File: src/sv/lmb_pkg.sv
// Shared types, constants and helpers for the LED level meter ballistics block.
package lmb_pkg;

	// Field widths
	localparam int CH_W   = 4;
	localparam int DB_W   = 16;
	localparam int GAIN_W = 16;

	// Channel count: default and the most the channel field can address
	localparam int CHANNELS_DEF = 16;
	localparam int CH_COUNT     = 1 << CH_W;

	// Shared multiplier operand and product widths
	localparam int MUL_A_W = 18;
	localparam int MUL_B_W = 16;
	localparam int MUL_P_W = 34;

	// Level thresholds in signed Q8.8 dB
	localparam logic signed [DB_W-1:0] FLOOR_DB  = -16'sd25600;
	localparam logic signed [DB_W-1:0] CEIL_DB   = 16'sd1536;
	localparam logic signed [DB_W-1:0] OFF_DB    = -16'sd15360;
	localparam logic signed [DB_W-1:0] GREEN_DB  = -16'sd2048;
	localparam logic signed [DB_W-1:0] YELLOW_DB = -16'sd256;

	// Register map and reset values
	localparam int REG_IDX_W = 1;
	localparam logic [REG_IDX_W-1:0] REG_ATTACK  = 1'b0;
	localparam logic [REG_IDX_W-1:0] REG_RELEASE = 1'b1;
	localparam logic [GAIN_W-1:0] ATTACK_RST  = 16'd40632;
	localparam logic [GAIN_W-1:0] RELEASE_RST = 16'd7209;

	// Colour classes
	localparam logic [1:0] COLOUR_GREEN  = 2'd0;
	localparam logic [1:0] COLOUR_YELLOW = 2'd1;
	localparam logic [1:0] COLOUR_RED    = 2'd2;

	typedef struct packed {
		logic [CH_W-1:0]        channel;
		logic signed [DB_W-1:0] level_db;
	} lmb_in_t;

	typedef struct packed {
		logic [CH_W-1:0]        out_channel;
		logic signed [DB_W-1:0] smoothed_db;
		logic                   lit;
		logic [1:0]             colour_class;
		logic [7:0]             brightness;
	} lmb_out_t;

	// Write request into the level store
	typedef struct packed {
		logic                   en;
		logic [CH_W-1:0]        addr;
		logic signed [DB_W-1:0] level;
	} lmb_wr_t;

	// Clamp an 18-bit signed level into -100..+6 dB
	function automatic logic signed [DB_W-1:0] clamp_db(input logic signed [DB_W+1:0] v);
		logic signed [DB_W-1:0] r;
		if (v < (DB_W+2)'(FLOOR_DB)) begin
			r = FLOOR_DB;
		end else if (v > (DB_W+2)'(CEIL_DB)) begin
			r = CEIL_DB;
		end else begin
			r = v[DB_W-1:0];
		end
		return r;
	endfunction

endpackage

File: src/sv/lmb_mul.sv
// Shared signed-by-unsigned multiplier with a registered product.
module lmb_mul #(
	parameter int A_W = lmb_pkg::MUL_A_W,
	parameter int B_W = lmb_pkg::MUL_B_W
) (
	input  logic                   clk,
	input  logic signed [A_W-1:0]  a,
	input  logic        [B_W-1:0]  b,
	output logic signed [A_W+B_W-1:0] p
);

	logic signed [A_W+B_W:0] full;

	// Form the full product; b is treated as unsigned
	assign full = a * $signed({1'b0, b});

	// Register the product for the next step of the sequencer
	always_ff @(posedge clk) begin
		p <= full[A_W+B_W-1:0];
	end

endmodule

File: src/sv/lmb_store.sv
// Per-channel smoothed level memory with reset-cleared valid bits.
module lmb_store #(
	parameter int DEPTH = lmb_pkg::CHANNELS_DEF
) (
	input  logic                                clk,
	input  logic                                arst_n,
	input  logic                                rd_en,
	input  logic [lmb_pkg::CH_W-1:0]            rd_addr,
	output logic signed [lmb_pkg::DB_W-1:0]     rd_level,
	input  lmb_pkg::lmb_wr_t                    wr
);

	localparam int AW = (DEPTH > 1) ? $clog2(DEPTH) : 1;

	logic signed [lmb_pkg::DB_W-1:0] mem [DEPTH];
	logic signed [lmb_pkg::DB_W-1:0] rd_data_q;
	logic [DEPTH-1:0]                vld_q;
	logic                            rd_vld_q;

	// Write and read the level array
	always_ff @(posedge clk) begin
		if (wr.en) begin
			mem[wr.addr[AW-1:0]] <= wr.level;
		end
		if (rd_en) begin
			rd_data_q <= mem[rd_addr[AW-1:0]];
		end
	end

	// Track which entries hold a written level
	always_ff @(posedge clk or negedge arst_n) begin
		if (!arst_n) begin
			vld_q    <= '0;
			rd_vld_q <= 1'b0;
		end else begin
			if (wr.en) begin
				vld_q[wr.addr[AW-1:0]] <= 1'b1;
			end
			if (rd_en) begin
				rd_vld_q <= vld_q[rd_addr[AW-1:0]];
			end
		end
	end

	// Return the floor level for entries not yet written
	assign rd_level = rd_vld_q ? rd_data_q : lmb_pkg::FLOOR_DB;

endmodule

File: src/sv/led_level_meter_ballistics.sv
// Top level: attack/release level meter with per-channel smoothing and LED mapping.
//
//   port group   direction  handshake           contents
//   cfg_*        in         cfg_we              attack_gain / release_gain writes
//   in_*         in         in_valid/in_stall   channel, level_db
//   out_*        out        out_valid/out_stall out_channel, smoothed_db, lit,
//                                               colour_class, brightness
//
// A request passes through S_DIFF, S_UPD, S_SCALE, S_NORM, S_RECIP and S_OUT to the
// output register (S_RECIP is skipped from -8 to -1 dB, S_NORM and S_RECIP below
// -60 dB or for a channel past the store), and S_OUT waits while out_stall holds the
// last result; the next request is taken the cycle after. The shared multiplier is used up to three times per request.
// in_stall is high from the cycle after acceptance until the result is loaded.
// Reset clears all channel levels to -100 dB at once; no clearing pass.
module led_level_meter_ballistics #(
	parameter int CHANNELS = lmb_pkg::CHANNELS_DEF
) (
	input  logic                              clk,
	input  logic                              arst_n,
	input  logic                              cfg_we,
	input  logic [lmb_pkg::REG_IDX_W-1:0]     cfg_idx,
	input  logic [lmb_pkg::GAIN_W-1:0]        cfg_wdata,
	input  logic                              in_valid,
	output logic                              in_stall,
	input  lmb_pkg::lmb_in_t                  in_data,
	output logic                              out_valid,
	input  logic                              out_stall,
	output lmb_pkg::lmb_out_t                 out_data
);

	localparam int DEPTH = (CHANNELS < lmb_pkg::CH_COUNT) ? CHANNELS : lmb_pkg::CH_COUNT;
	localparam int DB_W  = lmb_pkg::DB_W;
	localparam int X_W   = 14;
	localparam int N_W   = 23;
	localparam int M_W   = 12;

	// Brightness segments: b = (offset + coef * x) / den, den split as shift and divisor
	localparam logic [lmb_pkg::MUL_B_W-1:0] COEF_LOW  = 16'd357;
	localparam logic [lmb_pkg::MUL_B_W-1:0] COEF_MID  = 16'd51;
	localparam logic [lmb_pkg::MUL_B_W-1:0] COEF_TOP  = 16'd153;
	localparam logic [N_W-1:0]              OFFS_LOW  = 23'd1031680;
	localparam logic [N_W-1:0]              OFFS_MID  = 23'd157184;
	localparam logic [N_W-1:0]              OFFS_TOP  = 23'd287872;
	// Reciprocals of 13 and 5 in Q0.16, exact for the quotients in range
	localparam logic [lmb_pkg::MUL_B_W-1:0] RECIP_13  = 16'd5042;
	localparam logic [lmb_pkg::MUL_B_W-1:0] RECIP_5   = 16'd13108;
	localparam logic [8:0]                  BRIGHT_HI = 9'd255;
	localparam logic [8:0]                  BRIGHT_LO = 9'd191;

	typedef enum logic [2:0] {
		S_IDLE, S_DIFF, S_UPD, S_SCALE, S_NORM, S_RECIP, S_OUT
	} state_t;

	typedef enum logic [1:0] {
		SEG_OFF, SEG_LOW, SEG_MID, SEG_TOP
	} seg_t;

	state_t                           state_q;
	seg_t                             seg_q;
	seg_t                             seg_d;
	logic [lmb_pkg::CH_W-1:0]         ch_q;
	logic                             bad_q;
	logic signed [DB_W-1:0]           target_q;
	logic signed [DB_W-1:0]           next_q;
	logic [7:0]                       bright_q;
	logic [lmb_pkg::GAIN_W-1:0]       attack_q;
	logic [lmb_pkg::GAIN_W-1:0]       release_q;
	logic                             out_valid_q;
	lmb_pkg::lmb_out_t                out_q;

	logic                             accept;
	logic                             in_range;
	logic                             out_free;
	logic signed [DB_W-1:0]           cur_level;
	logic signed [DB_W:0]             diff;
	logic signed [DB_W-1:0]           xdiff;
	logic [X_W-1:0]                   x_d;
	logic [lmb_pkg::MUL_B_W-1:0]      coef_d;
	logic [N_W-1:0]                   n_d;
	logic [M_W-1:0]                   m_d;
	logic signed [lmb_pkg::MUL_P_W-1:0] rnd_sum;
	logic signed [DB_W+1:0]           upd_sum;
	logic signed [DB_W-1:0]           upd_level;
	logic [8:0]                       quot;
	logic [1:0]                       colour_d;
	logic signed [lmb_pkg::MUL_A_W-1:0] mul_a;
	logic [lmb_pkg::MUL_B_W-1:0]      mul_b;
	logic signed [lmb_pkg::MUL_P_W-1:0] prod;
	lmb_pkg::lmb_wr_t                 wr;

	// Input handshake
	assign in_stall = (state_q != S_IDLE);
	assign accept   = in_valid && !in_stall;
	assign in_range = ({1'b0, in_data.channel} < (lmb_pkg::CH_W+1)'(DEPTH));
	assign out_free = !out_valid_q || !out_stall;

	lmb_store #(.DEPTH(DEPTH)) u_store (
		.clk      (clk),
		.arst_n   (arst_n),
		.rd_en    (accept && in_range),
		.rd_addr  (in_data.channel),
		.rd_level (cur_level),
		.wr       (wr)
	);

	lmb_mul #(.A_W(lmb_pkg::MUL_A_W), .B_W(lmb_pkg::MUL_B_W)) u_mul (
		.clk (clk),
		.a   (mul_a),
		.b   (mul_b),
		.p   (prod)
	);

	// Step toward the target: difference, then rounded product added back
	assign diff      = {target_q[DB_W-1], target_q} - {cur_level[DB_W-1], cur_level};
	assign rnd_sum   = prod + lmb_pkg::MUL_P_W'(32768);
	assign upd_sum   = {{2{cur_level[DB_W-1]}}, cur_level} + rnd_sum[lmb_pkg::MUL_P_W-1:16];
	assign upd_level = lmb_pkg::clamp_db(upd_sum);

	// Store the new level for in-range channels
	always_comb begin
		wr.en    = (state_q == S_UPD) && !bad_q;
		wr.addr  = ch_q;
		wr.level = upd_level;
	end

	// Pick the brightness segment and its offset within it
	always_comb begin
		priority if (next_q < lmb_pkg::OFF_DB) begin
			seg_d = SEG_OFF;
		end else if (next_q < lmb_pkg::GREEN_DB) begin
			seg_d = SEG_LOW;
		end else if (next_q < lmb_pkg::YELLOW_DB) begin
			seg_d = SEG_MID;
		end else begin
			seg_d = SEG_TOP;
		end
		unique case (seg_d)
			SEG_LOW: begin
				xdiff  = next_q - lmb_pkg::OFF_DB;
				coef_d = COEF_LOW;
			end
			SEG_MID: begin
				xdiff  = next_q - lmb_pkg::GREEN_DB;
				coef_d = COEF_MID;
			end
			SEG_TOP: begin
				xdiff  = next_q - lmb_pkg::YELLOW_DB;
				coef_d = COEF_TOP;
			end
			default: begin
				xdiff  = '0;
				coef_d = '0;
			end
		endcase
		x_d = xdiff[X_W-1:0];
	end

	// Add the segment offset and drop the power-of-two part of the divisor
	always_comb begin
		unique case (seg_q)
			SEG_LOW: n_d = prod[N_W-1:0] + OFFS_LOW;
			SEG_MID: n_d = prod[N_W-1:0] + OFFS_MID;
			SEG_TOP: n_d = prod[N_W-1:0] + OFFS_TOP;
			default: n_d = '0;
		endcase
		unique case (seg_q)
			SEG_LOW: m_d = n_d[22:11];
			SEG_TOP: m_d = n_d[19:8];
			default: m_d = '0;
		endcase
	end

	// Route operands into the shared multiplier
	always_comb begin
		unique case (state_q)
			S_DIFF: begin
				mul_a = {diff[DB_W], diff};
				mul_b = (!diff[DB_W] && (diff != '0)) ? attack_q : release_q;
			end
			S_SCALE: begin
				mul_a = {{(lmb_pkg::MUL_A_W-X_W){1'b0}}, x_d};
				mul_b = coef_d;
			end
			S_NORM: begin
				mul_a = {{(lmb_pkg::MUL_A_W-M_W){1'b0}}, m_d};
				mul_b = (seg_q == SEG_LOW) ? RECIP_13 : RECIP_5;
			end
			default: begin
				mul_a = '0;
				mul_b = '0;
			end
		endcase
	end

	// Colour class of the new level
	assign quot = prod[24:16];
	always_comb begin
		priority if (next_q >= lmb_pkg::YELLOW_DB) begin
			colour_d = lmb_pkg::COLOUR_RED;
		end else if (next_q >= lmb_pkg::GREEN_DB) begin
			colour_d = lmb_pkg::COLOUR_YELLOW;
		end else begin
			colour_d = lmb_pkg::COLOUR_GREEN;
		end
	end

	// Sequencer, configuration registers and output register
	always_ff @(posedge clk or negedge arst_n) begin
		if (!arst_n) begin
			state_q     <= S_IDLE;
			out_valid_q <= 1'b0;
			attack_q    <= lmb_pkg::ATTACK_RST;
			release_q   <= lmb_pkg::RELEASE_RST;
		end else begin
			if (cfg_we) begin
				unique case (cfg_idx)
					lmb_pkg::REG_ATTACK:  attack_q  <= cfg_wdata;
					lmb_pkg::REG_RELEASE: release_q <= cfg_wdata;
				endcase
			end

			// Raise valid on a loaded result, drop it once taken
			if (state_q == S_OUT && out_free) begin
				out_valid_q <= 1'b1;
			end else if (!out_stall) begin
				out_valid_q <= 1'b0;
			end

			unique case (state_q)
				S_IDLE: begin
					if (accept) begin
						ch_q     <= in_data.channel;
						bad_q    <= !in_range;
						target_q <= lmb_pkg::clamp_db({{2{in_data.level_db[DB_W-1]}},
							in_data.level_db});
						state_q  <= S_DIFF;
					end
				end
				S_DIFF: begin
					state_q <= S_UPD;
				end
				S_UPD: begin
					next_q  <= bad_q ? lmb_pkg::FLOOR_DB : upd_level;
					state_q <= S_SCALE;
				end
				S_SCALE: begin
					seg_q <= seg_d;
					if (seg_d == SEG_OFF) begin
						bright_q <= '0;
						state_q  <= S_OUT;
					end else begin
						state_q <= S_NORM;
					end
				end
				S_NORM: begin
					if (seg_q == SEG_MID) begin
						bright_q <= n_d[17:10];
						state_q  <= S_OUT;
					end else begin
						state_q <= S_RECIP;
					end
				end
				S_RECIP: begin
					// Clip the top segment to 0.75..1
					if (seg_q == SEG_TOP && quot > BRIGHT_HI) begin
						bright_q <= BRIGHT_HI[7:0];
					end else if (seg_q == SEG_TOP && quot < BRIGHT_LO) begin
						bright_q <= BRIGHT_LO[7:0];
					end else begin
						bright_q <= quot[7:0];
					end
					state_q <= S_OUT;
				end
				S_OUT: begin
					if (out_free) begin
						out_q.out_channel  <= ch_q;
						out_q.smoothed_db  <= next_q;
						out_q.lit          <= (next_q >= lmb_pkg::OFF_DB);
						out_q.colour_class <= colour_d;
						out_q.brightness   <= bright_q;
						state_q            <= S_IDLE;
					end
				end
				default: begin
					state_q <= S_IDLE;
				end
			endcase
		end
	end

	assign out_valid = out_valid_q;
	assign out_data  = out_q;

endmodule

File: config.mk
export PLATFORM = sky130hd
export DESIGN_NAME = led_level_meter_ballistics
export DESIGN_NICKNAME = d
export VERILOG_FILES = /design/src/sv/lmb_pkg.sv /design/src/sv/lmb_mul.sv /design/src/sv/lmb_store.sv /design/src/sv/led_level_meter_ballistics.sv
export SDC_FILE = /design/constraint.sdc
export NUM_CORES = 1
export LEC_CHECK = 0
export BUFFER_PORTS_ARGS = -buffer_cell sky130_fd_sc_hd__buf_4
export CORE_MARGIN = 3
export CORE_UTILIZATION = 47
export CTS_CLUSTER_DIAMETER = 30
export CTS_CLUSTER_SIZE = 14
export DETAILED_ROUTE_END_ITERATION = 10
export GPL_ROUTABILITY_DRIVEN = 0
export PLACE_DENSITY = 0.67
export REMOVE_ABC_BUFFERS = 1
export SYNTH_ARGS = -nofsm -noshare
export SYNTH_HDL_FRONTEND = slang
export SYNTH_HIERARCHICAL = 1
export SYNTH_SLANG_ARGS = --single-unit
File: constraint.sdc
create_clock -name clk -period 11.8 [get_ports clk]
set_input_delay 1.77 -clock clk [delete_from_list [all_inputs] [get_ports clk]]
set_output_delay 1.77 -clock clk [all_outputs]
set_load 0.05 [all_outputs]
After elaboration in Yosys (flattened, before gate mapping)
Memories as Yosys holds them, arrays and structs flattened. A register that Yosys moved wholly into a read port is not among the register bits.
Index checks and enable logic that the tools add are counted.
Storage, ports and cells
  flip-flop bits (word level): 164
  bits in writable memories: 256
  input bits: 42
  output and inout bits: 33
  memories: 1
Memories
  u_store.mem: depth 16, bits a word 16, rd ports 1, clocked after memory_dff 1, write ports 1, line lmb_store.sv:15  | logic signed [lmb_pkg::DB_W-1:0] mem [DEPTH];
Cells by class
  add/sub/neg operators: 9
  $mul: 1
  $lt $le $gt $ge: 15
  eq/ne operators: 17
  muxes and demuxes: 34
  bitwise operators: 2
  reductions and logical operators: 25
Operators with widths (number)
  16-bit 2-to-1 mux: 5
  18-bit case mux with 3 select lines: 1
  16-bit case mux with 3 select lines: 1
  23-bit case mux with 2 select lines: 1
  14-bit case mux with 3 select lines: 1
  34-bit by 17-bit adder with 34-bit output (second input constant): 1
  18-bit by 17-bit multiplier with 34-bit output: 1
  8-bit 2-to-1 mux: 4
  14-bit by 12-bit subtractor with 14-bit output (second input constant): 2
  9-bit case mux with 3 select lines: 1
  12-bit case mux with 2 select lines: 1
  8-bit case mux with 3 select lines: 1
  23-bit by 18-bit adder with 23-bit output (second input constant): 1
  23-bit by 19-bit adder with 23-bit output (second input constant): 1
  23-bit by 20-bit adder with 23-bit output (second input constant): 1
  3-bit case mux with 7 select lines: 1
  18-bit adder: 1
  18-bit by 12-bit > comparator with 1-bit output (second input constant): 1
  18-bit by 16-bit less-than comparator with 1-bit output (second input constant): 1
  17-bit nonzero test: 1
  16-bit by 16-bit subtractor with 17-bit output: 1
  16-bit by 12-bit greater-or-equal comparator with 1-bit output (second input constant): 1
  16-bit by 15-bit greater-or-equal comparator with 1-bit output (second input constant): 1
  16-bit by 9-bit greater-or-equal comparator with 1-bit output (second input constant): 1
  other kinds (35): 71

Depth between registers and ports, before layout
Gate-level depths: netlist of run 1.
  word-level depth: 8
  mapped depth: 38
  mapped depth without buffers: 34

Hierarchy
The synthesis of run 1 kept the hierarchy.
By module, submodules not included
  lmb_mul: instances 1, cells each 1288, area an instance 11646.2 µm², sequential area each 680.7 µm²
  lmb_store: instances 1, cells each 453, area an instance 10975.5 µm², sequential area each 8593.2 µm²
  led_level_meter_ballistics: instances 1, cells each 911, area an instance 8570.7 µm², sequential area each 3231.8 µm²

Worst setup path after synthesis of run 1
OpenSTA, ideal clock, no wires.
  kind: register to register
  from: register u_store.rd_vld_q
  to: register u_mul.p[33]
  setup time: 0.121 ns
  arrival: 8.987 ns
  data required time: 11.679 ns
  setup slack: 2.692 ns
  stages on the path, launching flop included: 35
  cell sequence: dfrtp_1 -> and2_1 -> ha_1 -> fa_1 -> nand2b_1 -> a21oi_2 -> o2111ai_1 -> a21boi_1 -> nand2_1 -> a31oi_1 -> buf_2 -> clkbuf_1 -> nand4_1 -> o211ai_1 -> clkbuf_1 -> clkbuf_1 -> nand2_1 -> fa_1 -> inv_1 -> fa_1 -> fa_1 -> fa_1 -> fa_1 -> inv_1 -> fa_1 -> inv_1 -> ha_1 -> nand3_1 -> nor2_1 -> a221o_1 -> a22o_1 -> a211o_1 -> a31oi_1 -> o21bai_1 -> xnor2_1
Between the ends
  word-level cells in the longest chain between the ends: 7
  elaborated cells between the ends (all ways): 9
  those cells by class: add/sub: 1; mul: 1; mux: 4; reduce/logical: 3
Ends and longest elaborated chain
  start, declared: line lmb_store.sv:18  | logic rd_vld_q;
  start signal, assigned: line lmb_store.sv:40  | rd_vld_q <= vld_q[rd_addr[AW-1:0]];
  16-bit 2-to-1 mux (*): line lmb_store.sv:46  | assign rd_level = rd_vld_q ? rd_data_q : lmb_pkg::FLOOR_DB;
  named net cur_level[0]: line led_level_meter_ballistics.sv:74  | logic signed [DB_W-1:0] cur_level;
  16-bit by 16-bit subtractor with 17-bit output (*): line led_level_meter_ballistics.sv:114  | assign diff = {target_q[DB_W-1], target_q} - {cur_level[DB_W-1], cur_level};
  17-bit nonzero test or 1-bit zero test (tied branches): line led_level_meter_ballistics.sv:178  | mul_b = (!diff[DB_W] && (diff != '0)) ? attack_q : release_q;
  1-bit logical AND (*): line led_level_meter_ballistics.sv:178
  16-bit 2-to-1 mux (*): line led_level_meter_ballistics.sv:178
  16-bit case mux with 3 select lines (*): line led_level_meter_ballistics.sv:175  | unique case (state_q)
  named net mul_b, one bit: line led_level_meter_ballistics.sv:87  | logic [lmb_pkg::MUL_B_W-1:0] mul_b;
  18-bit by 17-bit multiplier with 34-bit output (*): line lmb_mul.sv:15  | assign full = a * $signed({1'b0, b});
  named net u_mul.full[33]: line lmb_mul.sv:12  | logic signed [A_W+B_W:0] full;
  end signal, assigned: line lmb_mul.sv:19  | p <= full[A_W+B_W-1:0];
  end, declared: line lmb_mul.sv:9  | output logic signed [A_W+B_W-1:0] p
Mark *: on every way through the listed nets, which the timed path passes. The rest lies on a longest branch.
A chain may end at the register's enable or synchronous reset.

Worst setup path after layout of run 1
Ends and elaborated chain as after synthesis.

==> out/results.tsv, run 1 <==
stage	metric	value	unit
global_routing	antenna_found_initial	0	
finish	fillCellCount	5339	
critical_path	crit_fanout	18	
global_routing	grt.total_usage	23.1	%
synth	synth_cells	2642	
power_and_ir_drop	ir_worst_vdd	172	uV
timing	clock_skew	0.0461	ns
critical_path	max_stage_delay	0.91	ns
power_and_ir_drop	pwr_density_cell	225	nW/um2
finish	final_cell_count_no_fill	3652	
detailed_routing	vias	20500	
timing	fmax	95.9	MHz
die	die_width	263	um
die	fp.coreArea	64900	um2
job	drv_cap	0	
timing	final.setup.worst_slack	1.37	ns
finish	fin_util	54.4	%
placement	dp_hpwl	55.6	mm
finish	syn_to_final_growth	13.9	%
global_routing	grt-ovfl-total	0	
die	num_io_pins	75	
synth	post_synth.cell_area_avg	11.7	um2
detailed_routing	drt_wl_total	78.3	mm
timing	post-route-period-util	88.4	%
placement	dp.cells	3515	
clock_tree	holdBufCountCts	0	
die	std_cell_rows	93	
detailed_routing	ant_nets	0	
finish	nets	3214	
power_and_ir_drop	p_leak	15.0	nW
detailed_routing	remaining_drc_errors	0	
clock_tree	post-cts-setup-buffers	0	
die	dieHeight	263	um
status	status	finished clean	
timing	period_needed	10.43	ns
clock_tree	cts.sink_count	429	
synth	ys_warn_count	6	
finish	layout_common_cells	inv_1 (427), edfxtp_1 (349), fa_1 (290)	
finish	drive_gt1_share	15.6	%
global_routing	grt_pass1_vias	22200	
global_routing	grt_use_met3	3.94	%
critical_path	crit_slowest_cell	fa_1	
critical_path	cp_common_cell	fa_1	
detailed_routing	viasPerCell	5.62	
worst_hold_path	hold_class	flop to flop	
placement	io_buffers	74	
detailed_routing	wl_per_cell	21.4	um
clock_tree	clk_path_buf_depth	3	
critical_path	arrival	10.90	ns
timing	tns	0	ns
global_routing	top_usage_layer	met2	
synth	synth_area	31000	um2
critical_path	start_kind	flop	
detailed_routing	drt-initial-drc-count	1591	
clock_tree	cts-root-buf	clkbuf_16	
detailed_routing	first_pass_iters	8	
clock_tree	ctsResizeCount	0	
clock_tree	cts_tree	done	
die	die_area	69100	um2
power_and_ir_drop	p_total	0.00795	W
timing	maxSlewViolCount	0	
critical_path	cp-end-kind	flop	
timing	setup_viol_count_final	0	
clock_tree	clock_latency	0.64	ns
global_routing	use_met1	29.2	%
finish	layout_commonest_cell	inv_1	
clock_tree	cts_htree_levels	3	
placement	preCtsSetupSlack	1.47	ns
die	initial_core_util	47.8	%
critical_path	required	12.27	ns
clock_tree	cts.clk_slew.worst_paths	0.05	ns
global_routing	grt_max_degree	70	
timing	maxSlewHeadroom	7.83	%
global_routing	grt_util_met2	39.8	%
critical_path	criticalPathCategory	flop to flop	
clock_tree	cts_buffers	75	
timing	hold_violations	0	
timing	grt_setup_unrepaired	false	
global_routing	grt_pass1_wl	125	mm
timing	max_slew.worst_pin.slew	1.38	ns
## worst max-delay path, delay by kind of cell, from the launching register on
kind / cells / cell delay (ns)
AOI/OAI and AO/OA: 9 / 2.06
DFF: 1 / 0.53
buffers and inverters: 3 / 0.24
xor gates and xnor gates: 1 / 0.13
adders and majority gates: 9 / 4.66
and+or+nand+nor: 8 / 2.40
muxes: 1 / 0.25
## area by class of cell
class | count | area [um2] | area share [%]
sequential | 429 | 12400 | 35.0
antenna | 1 | 2.50 | 0.00708
inverter | 427 | 1600 | 4.53
tap | 855 | 1070 | 3.03
multi-input combinational | 1680 | 16600 | 47.1
clock inverter | 44 | 694 | 1.96
clock buffer | 92 | 2030 | 5.76
timing repair buffer | 124 | 931 | 2.63
## sequential cells by signal (all words and copies together), names as in the netlist
register / cells
u_store/mem: 256
out_data: 31
u_mul/p: 27
attack_q: 16
next_q: 16
release_q: 16
target_q: 16
u_store/rd_data_q: 16
u_store/vld_q: 16
bright_q: 8
ch_q: 4
state_q: 3
seg_q: 2
out_valid: 1
u_store/rd_vld_q: 1
## path summary, 6_finish.rpt
path	slack [ns]	endpoint	cells after the start	startpoint
min reg2reg	0.41	out_data[4]	0	bright_q[4]
max	1.37	u_mul/p[33]	31	u_store/rd_vld_q
max reg2reg	1.37	u_mul/p[33]	31	u_store/rd_vld_q
min in group asynchronous	1.29	u_store/vld_q[14]	1	arst_n
min	0.41	out_data[4]	0	bright_q[4]
max in group asynchronous	9.92	release_q[13]	1	arst_n
## power breakdown
part	internal (W)	leakage (nW)	switching, W
logic	0.00123	9.67	0.00227
registers	0.00203	4.03	0.000150
clock network	0.00149	1.30	0.000786
total	0.00474	15.0	0.00321
## layer usage
layer	vias up	part of all wire [%]
li1	9121	-
met1	10500	39
met2	694	51
met3	187	6.3
met4	0	3.7
met5	-	0
## per-stage QoR
stage | hold slack [ns] | cell area [um2]
2_1_floorplan | 0.400 | 30600
3_3_place_gp | 0.411 | 32600
3_5_place_dp | 0.405 | 32600
4_1_cts | 0.414 | 35300
5_1_grt | 0.423 | 35300
6_report | 0.411 | 35300
Power figures use the tool's default switching activity.
==> run 2: changes to the inputs <==
CELL_PAD_IN_SITES_DETAIL_PLACEMENT = 1   (was unset)
CELL_PAD_IN_SITES_GLOBAL_PLACEMENT = 2   (was unset)
CORE_UTILIZATION = 45   (was 47)
PLACE_DENSITY = 0.86   (was 0.67)
==> out/results.tsv, run 2 (synthesis gave the netlist of run 1 again) <==
stage	metric	value	unit
global_routing	antenna_found_initial	0	
critical_path	criticalPathCategory	flop to flop	
clock_tree	clk_path_buf_depth	3	
timing	tns	0	ns
detailed_routing	drt-initial-drc-count	1534	
clock_tree	post-cts-setup-buffers	0	
critical_path	cp-end-kind	flop	
global_routing	grt-ovfl-total	0	
detailed_routing	ant_nets	0	
clock_tree	holdBufCountCts	0	
power_and_ir_drop	p_leak	15.1	nW
timing	period_needed	10.84	ns
clock_tree	cts.clk_slew.worst_paths	0.05	ns
finish	drive_gt1_share	16.1	%
critical_path	worst-path-buf-inv	7	
detailed_routing	remaining_drc_errors	0	
finish	fillCellCount	6970	
clock_tree	cts_htree_levels	3	
critical_path	crit_slowest_cell	o21ai_2	
placement	preCtsSetupSlack	0.972	ns
timing	clock_skew	0.0491	ns
die	fp.coreArea	67800	um2
global_routing	grt_pass1_vias	23200	
finish	largest_reg_flops	256	
power_and_ir_drop	seqPwrFrac	26.7	%
clock_tree	cts_buffers	78	
die	initial_core_util	45.8	%
placement	dp_hpwl	62.9	mm
clock_tree	cts-root-buf	clkbuf_16	
die	die_width	269	um
finish	syn_to_final_growth	14.3	%
global_routing	grt_pass1_wl	139	mm
finish	antenna_cells	0	
power_and_ir_drop	ir_worst_vdd	168	uV
timing	max_slew.worst_pin.slew	1.42	ns
detailed_routing	first_pass_iters	6	
power_and_ir_drop	clkPwrFrac	29.1	%
power_and_ir_drop	switchingPower	0.00337	W
power_and_ir_drop	pwr-share-comb	44.2	%
finish	layout_common_cells	inv_1 (427), edfxtp_1 (349), fa_1 (290)	
clock_tree	clock_latency	0.63	ns
timing	maxSlewViolCount	0	
global_routing	grt.total_usage	25.6	%
critical_path	max_stage_delay	1.15	ns
finish	nets	3214	
global_routing	grt_max_degree	70	
status	status	finished clean	
critical_path	crit_fanout	33	
critical_path	critPathTopFamily	compound AO/OA/AOI/OAI gates	
power_and_ir_drop	switching_share	41.2	%
power_and_ir_drop	pwr_density_cell	231	nW/um2
clock_tree	ctsResizeCount	0	
timing	setup_viol_count_final	0	
placement	io_buffers	74	
timing	fmax	92.3	MHz
clock_tree	cts_tree	done	
worst_hold_path	hold_class	flop to flop	
detailed_routing	wl_per_cell	24.4	um
die	std_cell_rows	95	
timing	final.setup.worst_slack	0.963	ns
finish	layout_commonest_cell	inv_1	
timing	hold_violations	0	
timing	grt_setup_unrepaired	false	
critical_path	start_kind	flop	
detailed_routing	viasPerCell	5.66	
die	dieHeight	269	um
detailed_routing	drt_wl_total	89.5	mm
die	die_area	72200	um2
timing	post-route-period-util	91.8	%
job	drv_cap	0	
die	num_io_pins	75	
critical_path	arrival	11.32	ns
power_and_ir_drop	p_int	0.00482	W
critical_path	required	12.28	ns
detailed_routing	vias	20800	
timing	maxSlewHeadroom	5.25	%
clock_tree	cts.sink_count	429	
[run 2: changes by cell type in the layout (fill, tap and decap cells not counted), moves of 3 or more]
cell / change
buf_4: -3
clkbuf_1: -5
clkinv_1: -4
clkinv_16: -4
clkinv_2: +5
clkinv_4: +3
clkinvlp_4: +4
[run 2: per-layer routing]
metal	global-route usage (%)	vias to the layer above	part of all wire, %
met1	32.1	10900	40
met3	3.28	139	4.8
met5	0	-	0
li1	-	9107	-
met4	8.52	0	3.1
met2	46.0	606	52
[run 2: final timing paths]
check	from	end	slack, ns	depth (start not counted)
worst max-delay path	u_store/rd_vld_q	u_mul/p[32]	0.96	34
max in group asynchronous	arst_n	release_q[14]	9.87	1
worst max register to register	u_store/rd_vld_q	u_mul/p[32]	0.96	34
worst min-delay path	bright_q[1]	out_data[1]	0.41	0
min in group asynchronous	arst_n	u_store/vld_q[10]	1.29	1
worst min register to register	bright_q[1]	out_data[1]	0.41	0
[run 2: final cells by class]
type / instances / area [um2] / area share, %
Multi-Input combinational cell: 1680 / 16700 / 47.0
Sequential cell: 429 / 12400 / 34.9
Clock buffer: 89 / 2070 / 5.83
Inverter: 427 / 1600 / 4.52
Tap cell: 873 / 1090 / 3.08
Timing Repair Buffer: 121 / 908 / 2.56
Clock inverter: 55 / 764 / 2.16
[run 2: metrics by stage]
stage,power (W),instance area [um2],hold slack [ns],utilization [%],instances
after floorplan,0.00452,30600,0.400,-,2536
after global placement,0.00564,32600,0.404,48.1,3530
after detailed placement,0.00578,32600,0.406,48.1,3530
after CTS,0.00824,35500,0.414,52.3,3674
after global routing,0.00872,35500,0.423,52.3,3674
final,0.00819,35500,0.412,52.3,3674
[run 2: power by group through the flow]
stage / logic [W] / registers [W] / clock network (W)
2_1_floorplan: 0.00236 / 0.00216 / 0
3_3_place_gp: 0.00345 / 0.00219 / 0
3_5_place_dp: 0.00358 / 0.00220 / 0
4_1_cts: 0.00364 / 0.00218 / 0.00241
5_1_grt: 0.00403 / 0.00220 / 0.00249
6_report: 0.00362 / 0.00219 / 0.00238
==> run 3: changes to the inputs <==
PLACE_DENSITY = 0.81   (was 0.86)
==> out/results.tsv, run 3 (synthesis gave the netlist of run 1 again) <==
stage	metric	value	unit
finish	nets	3223	
die	die_width	269	um
clock_tree	post-cts-setup-buffers	0	
timing	setup_viol_count_final	0	
job	drv_cap	0	
timing	tns	0	ns
finish	fin_util	52.7	%
timing	maxSlewViolCount	0	
global_routing	grt_max_degree	70	
critical_path	crit_slowest_cell	fa_1	
finish	syn_to_final_growth	15.1	%
die	dieHeight	269	um
clock_tree	clk_path_buf_depth	3	
timing	maxSlewHeadroom	5.64	%
finish	drive_gt1_share	16.4	%
clock_tree	cts_htree_levels	3	
detailed_routing	wl_per_cell	24.1	um
clock_tree	cts_buffers	85	
timing	grt_setup_unrepaired	false	
finish	layout_commonest_cell	inv_1	
critical_path	criticalPathCategory	flop to flop	
global_routing	grt-ovfl-total	0	
detailed_routing	remaining_drc_errors	0	
detailed_routing	viasPerCell	5.57	
detailed_routing	vias	20500	
timing	clock_skew	0.0341	ns
placement	io_buffers	74	
critical_path	critPathLaunch	u_store/rd_vld_q	
global_routing	grt.total_usage	25.5	%
die	fp.coreArea	67800	um2
finish	layout_common_cells	inv_1 (427), edfxtp_1 (349), fa_1 (290)	
worst_hold_path	min_from	bright_q[1]	
global_routing	grt_pass1_wl	139	mm
die	std_cell_rows	95	
timing	max_slew.worst_pin.slew	1.41	ns
clock_tree	cts-root-buf	clkbuf_16	
finish	final_cell_count_no_fill	3689	
power_and_ir_drop	p_leak	15.2	nW
critical_path	cp-end-kind	flop	
detailed_routing	first_pass_iters	5	
critical_path	required	12.27	ns
clock_tree	cts_tree	done	
critical_path	max_stage_delay	0.90	ns
clock_tree	clock_latency	0.61	ns
finish	largest_reg_flops	256	
die	die_area	72200	um2
placement	dp_hpwl	62.6	mm
clock_tree	ctsResizeCount	0	
critical_path	crit_fanout	18	
critical_path	r2r-start	u_store/rd_vld_q	
detailed_routing	ant_nets	0	
timing	post-route-period-util	88.6	%
worst_hold_path	hold_class	flop to flop	
die	initial_core_util	45.8	%
timing	fmax	95.7	MHz
power_and_ir_drop	pwr_density_cell	233	nW/um2
detailed_routing	drt-initial-drc-count	1213	
timing	hold_violations	0	
global_routing	antenna_found_initial	2	
clock_tree	holdBufCountCts	0	
finish	antenna_cells	0	
clock_tree	cts.clk_slew.worst_paths	0.05	ns
power_and_ir_drop	ir_worst_vdd	229	uV
critical_path	cp_common_cell	fa_1	
critical_path	arrival	10.92	ns
clock_tree	cts.sink_count	429	
placement	dp.cells	3532	
die	num_io_pins	75	
detailed_routing	drt_wl_total	89.0	mm
timing	period_needed	10.45	ns
global_routing	grt_pass1_vias	23100	
status	status	finished clean	
critical_path	start_kind	flop	
==> run 3: changes by cell type in the layout (fill, tap and decap cells not counted), moves of 3 or more <==
cell / delta
bufinv_16: +3
clkbuf_16: +7
clkinv_1: +9
clkinv_2: -5
clkinvlp_4: +3
==> run 3: routing by layer <==
layer / global-route usage (%) / vias up / wire [um]
met5: 0 / - / 13
met1: 32.4 / 10800 / 36700
met3: 3.64 / 142 / 3600
li1: - / 9140 / -
met4: 8.06 / 2 / 2780
met2: 45.2 / 491 / 45900
==> run 3: critical path, delay by kind of cell (launching register included) <==
family                   cells  cell delay (ns)
adder cells (fa/ha/maj)      9             4.66
XOR/XNOR                     1             0.12
multiplexers                 1             0.22
AO/OA/AOI/OAI                9             2.18
buffers and inverters        3             0.24
flip-flops                   1             0.55
AND/OR/NAND/NOR              8             2.35
==> run 3: where the power goes <==
| group | total [W] | internal (W) | switching (W) |
|---|---|---|---|
| combinational | 0.00360 | 0.00123 | 0.00237 |
| clock | 0.00255 | 0.00172 | 0.000836 |
| sequential | 0.00218 | 0.00203 | 0.000157 |
| total | 0.00834 | 0.00498 | 0.00336 |
==> run 3: area by class of cell <==
cell class / instances / area, um2
tap: 873 / 1090
sequential: 429 / 12400
clock inverter: 63 / 842
clock buffer: 94 / 2220
multi-input combinational: 1680 / 16700
timing repair buffer: 123 / 923
fill: 6908 / 32000
inverter: 427 / 1600
==> run 3: path summary, 6_finish.rpt <==
check | cells past startpoint | to | slack (ns)
max | 31 | u_mul/p[33] | 1.35
min | 0 | out_data[1] | 0.41
max reg2reg | 31 | u_mul/p[33] | 1.35
min reg2reg | 0 | out_data[1] | 0.41
max in group asynchronous | 1 | u_store/vld_q[7] | 9.93
min in group asynchronous | 1 | state_q[2] | 1.25
==> run 3: per-stage QoR <==
stage	power [W]	hold WS [ns]	setup WS (ns)	instance area [um2]
after floorplan	0.00452	0.400	1.85	30600
after global placement	0.00566	0.403	1.60	32600
after detailed placement	0.00578	0.407	1.29	32600
after CTS	0.00840	0.414	1.27	35700
after global routing	0.00891	0.422	0.613	35700
final	0.00834	0.415	1.35	35700
